--- src/design/gsa_pkg.sv ---
// Shared types and constants for the generational slot allocator.
// Depends on nothing; every other design file imports it.
package gsa_pkg;

    localparam int KIND_W = 2;
    localparam int HIDX_W = 10;
    localparam int HGEN_W = 16;
    localparam int LIVE_W = 11;

    typedef enum logic [KIND_W-1:0] {
        KIND_ALLOC   = 2'd0,
        KIND_RELEASE = 2'd1,
        KIND_CHECK   = 2'd2,
        KIND_CLEAR   = 2'd3
    } kind_t;

    // Controller to datapath
    typedef struct packed {
        logic capture;    // latch the request beat
        logic lookup_rd;  // read slot memory at the request handle index
        logic pop_rd;     // read the free stack top
        logic gen_rd;     // read slot memory at the popped index
        logic finish;     // commit state updates and load the result register
    } cmd_t;

    // Datapath to controller
    typedef struct packed {
        logic stack_empty;
        logic out_free;
    } status_t;

endpackage

--- src/design/gsa_ctrl.sv ---
// Sequencing state machine of the slot allocator.
// Depends on gsa_pkg; drives cmd_t to gsa_datapath and reads its status_t.
module gsa_ctrl
    import gsa_pkg::*;
(
    input  logic              clk,
    input  logic              rst_n,
    input  logic              in_valid,
    input  logic [KIND_W-1:0] kind,
    output logic              in_ready,
    input  status_t           status,
    output cmd_t              cmd
);

    typedef enum logic [2:0] {
        ST_IDLE   = 3'b001,
        ST_GEN_RD = 3'b010,
        ST_DONE   = 3'b100
    } state_t;

    state_t state_reg;
    state_t state_next;
    kind_t  req_kind;

    assign req_kind = kind_t'(kind);
    assign in_ready = (state_reg == ST_IDLE);

    always_comb
    begin
        state_next = state_reg;
        cmd        = '0;
        case (state_reg)
            ST_IDLE:
            begin
                if (in_valid)
                begin
                    cmd.capture = 1'b1;
                    state_next  = ST_DONE;
                    if (req_kind == KIND_ALLOC && !status.stack_empty)
                    begin
                        cmd.pop_rd = 1'b1;
                        state_next = ST_GEN_RD;
                    end
                    else if (req_kind inside {KIND_RELEASE, KIND_CHECK})
                    begin
                        cmd.lookup_rd = 1'b1;
                    end
                end
            end
            ST_GEN_RD:
            begin
                cmd.gen_rd = 1'b1;
                state_next = ST_DONE;
            end
            ST_DONE:
            begin
                // hold until the result register can take the beat
                if (status.out_free)
                begin
                    cmd.finish = 1'b1;
                    state_next = ST_IDLE;
                end
            end
            default:
            begin
                state_next = ST_IDLE;
            end
        endcase
    end

    always_ff @(posedge clk or negedge rst_n)
    begin
        if (!rst_n)
        begin
            state_reg <= ST_IDLE;
        end
        else
        begin
            state_reg <= state_next;
        end
    end

endmodule

--- config.mk ---
export PLATFORM = sky130hd
export DESIGN_NAME = gsa_ctrl
export DESIGN_NICKNAME = d
export VERILOG_FILES = /design/src/design/gsa_pkg.sv /design/src/design/gsa_ctrl.sv
export SDC_FILE = /design/constraint.sdc
export NUM_CORES = 1
export LEC_CHECK = 0
export BUFFER_PORTS_ARGS = -buffer_cell sky130_fd_sc_hd__buf_2
export CAP_MARGIN = 20
export CELL_PAD_IN_SITES_DETAIL_PLACEMENT = 1
export CELL_PAD_IN_SITES_GLOBAL_PLACEMENT = 1
export CORE_AREA = 2 2 39 41
export CTS_CLUSTER_DIAMETER = 80
export DETAILED_ROUTE_END_ITERATION = 12
export DIE_AREA = 0 0 41 43
export GPL_TIMING_DRIVEN = 0
export PLACE_DENSITY = 0.44
export SYNTH_ARGS = -nofsm -noshare
export SYNTH_HDL_FRONTEND = slang
export SYNTH_SLANG_ARGS = --single-unit
--- constraint.sdc ---
create_clock -name clk -period 2.1 [get_ports clk]
set_input_delay 0.21 -clock clk [delete_from_list [all_inputs] [get_ports clk]]
set_output_delay 0.21 -clock clk [all_outputs]
set_load 0.02 [all_outputs]
==> flow_summary.json <==
{
  "die-area_sq_um": 1760,
  "grt_setup_unrepaired": "no",
  "ys_warn_count": 0,
  "clkSinkCount": 3,
  "grt_pass1_vias": 198,
  "reg2reg_to": "state_reg[1]",
  "pre_cts_slack_ps": 743,
  "synth_cells": 17,
  "synth_top_area_cell": "dfrtp_1",
  "overflow": 0,
  "ir_drop_mv": 0.156,
  "worst_path_largest_cell_delay_ps": 560,
  "setup_viol": 0,
  "synth_cell_types": 14,
  "mostFrequentLayoutCells": "buf_2 (12), clkbuf_4 (3), inv_1 (2), and3b_1 (2), dfrtp_1 (2)",
  "fin_skew_ps": 1.99,
  "cp.arrival_ps": 1390,
  "period_share_pct": 76.0,
  "die_h_um": 43,
  "cp_max_fo": 6,
  "largest_reg_flops": 3,
  "synth_seq_area_share_pct": 38.4,
  "chipWidth_um": 41,
  "ys_ff_latch": 3,
  "synth.area.mux_share_pct": 0,
  "initial_utilization_pct": 14.4,
  "syn2layout_area_growth_pct": 58.5,
  "dr_total_vias": 200,
  "final_common_cell": "buf_2",
  "path_cells": "and4bb_4, and3b_1, buf_2",
  "min_from": "status[1]",
  "wl_per_cell_um": 9.42,
  "grt_usage_pct": 6.53,
  "synth_xor_area_share_pct": 0,
  "synth_fa_ha_area_share_pct": 6.29,
  "post_cts_buffers": 0,
  "cts.clk_slew.worst_paths_ps": 40,
  "cp-end-kind": "primary output",
  "yosys.area_share.simple_pct": 47.2,
  "ant_nets": 0,
  "drt_iter0_drc": 0,
  "final-max-slew-violation-count": 0,
  "tritoncts": "done",
  "place.port_buffers": 12,
  "synth_top_area_share_pct": 25.2,
  "drv_cap": 0,
  "syn-cell-area_sq_um": 199,
  "synth_compound_area_share_pct": 4.40,
  "postSynthAreaPerCell_sq_um": 11.7,
  "worstSetupStartpointType": "register",
  "worst_r2r_path_depth": 2,
  "synth_top_family_by_area": "simple AND/OR/NAND/NOR gates",
  "p_leak_nw": 0.172,
  "cts-root-buf": "clkbuf_4",
  "r2r_start": "state_reg[0]",
  "hold_class": "input pin to register",
  "coreArea_sq_um": 1380,
  "powerDensity_nw_per_um2": 931,
  "drive_gt1_share_pct": 58.8,
  "cts_buffers": 3,
  "nets": 43,
  "cts_max_level": 1,
  "synth_area_leaders": "dfrtp_1 (25%), dfstp_2 (13%), and3b_1 (8.8%), and4bb_4 (8.2%), and4bb_2 (6.3%)",
  "grt_pass1_wl_um": 724,
  "clk_latency_ps": 230,
  "max_slew_margin_pct": 76.2,
  "critical_path.endpoint": "cmd[2]",
  "path_class": "register to primary output",
  "ioPinCount": 13,
  "grt_max_degree": 7,
  "crit_buf_inv": 1,
  "hold_viol": 0,
  "critPathRequiredTime_ps": 1890,
  "setup-tns-final_ps": 0,
  "period_needed_ps": 1600,
  "place_congestion": 0.532,
  "n_antenna_cell": 0,
  "cp.depth": 3,
  "antenna_found_initial": 0,
  "critPathLaunch": "state_reg[0]",
  "drt-total-wl_um": 471,
  "setup_slack_ps": 504,
  "min_path_cells": 2,
  "clock.fmax_ghz": 0.626,
  "tightest_slew_ps": 352,
  "cp_slowest_cell": "dfstp_2",
  "outcome": "finished clean",
  "drc": 0,
  "r2r_setup_slack_ps": 1030,
  "cp_top_family": "flip-flops",
  "synth_nets": 25,
  "clk_path_buf_depth": 2,
  "row_count": 14,
  "vias_per_cell": 4.00,
  "firstDrtPassIters": 1
}
## metrics by stage
step	instance area [sq um]	instances	power (mW)	hold WS, ps	utilization [%]
CTS	315	50	0.300	277	22.8
global placement	279	45	0.191	4.85	20.2
detailed placement	279	45	0.195	7.45	20.2
finish	315	50	0.294	277	22.8
global route	315	50	0.322	275	22.8
floorplan	199	17	0.159	-85.6	-
## kinds of logic (layout without fill, tap and decap cells)
logic type,after synthesis,after routing
fa+ha+maj,1,1
flops,3,3
simple gates,10,10
compound gates,1,1
buf+inv,2,19
## power breakdown
part / leakage (nW) / internal [mW] / switching, mW
Combinational: 0.120 / 0.0485 / 0.0518
Clock: 0.0150 / 0.0712 / 0.0296
Sequential: 0.0372 / 0.0761 / 0.0166
Total: 0.172 / 0.196 / 0.0979
## final cells by class
type                    count  area (sq um)
clock buffers               4          26.3
fillers                   176          1070
inverters                   2          7.51
multi-input cells          12           115
flip-flops and latches      3          76.3
well taps                  16          20.0
repair buffers             13          70.1
## layer usage
layer | track usage, % | vias up | wire (um)
li1 | - | 98 | -
met4 | 6.00 | 0 | 17
met5 | 0 | - | 0
met3 | 1.57 | 2 | 58
met2 | 11.3 | 14 | 225
met1 | 5.48 | 86 | 171
## synthesized netlist by cell type (all sizes together)
cell type / count
and3b: 2
and4bb: 2
dfrtp: 2
inv: 2
nor3b: 2
a211o: 1
and2: 1
dfstp: 1
ha: 1
nand2b: 1
nor3: 1
nor4b: 1
## how the worst min path moves through the flow
| stage | to | slack [ps] |
|---|---|---|
| after floorplan | state_reg[1] | -90 |
| after global placement | state_reg[2] | 5 |
| after detailed placement | state_reg[1] | 7 |
| after CTS | state_reg[1] | 280 |
| after global routing | state_reg[1] | 280 |
| final | state_reg[1] | 280 |
## timing repair
item                      CTS  global route
hold buffers                1             0
hold endpoints to repair    3             0
gates resized for setup     0             0
Power figures use the tool's default switching activity.
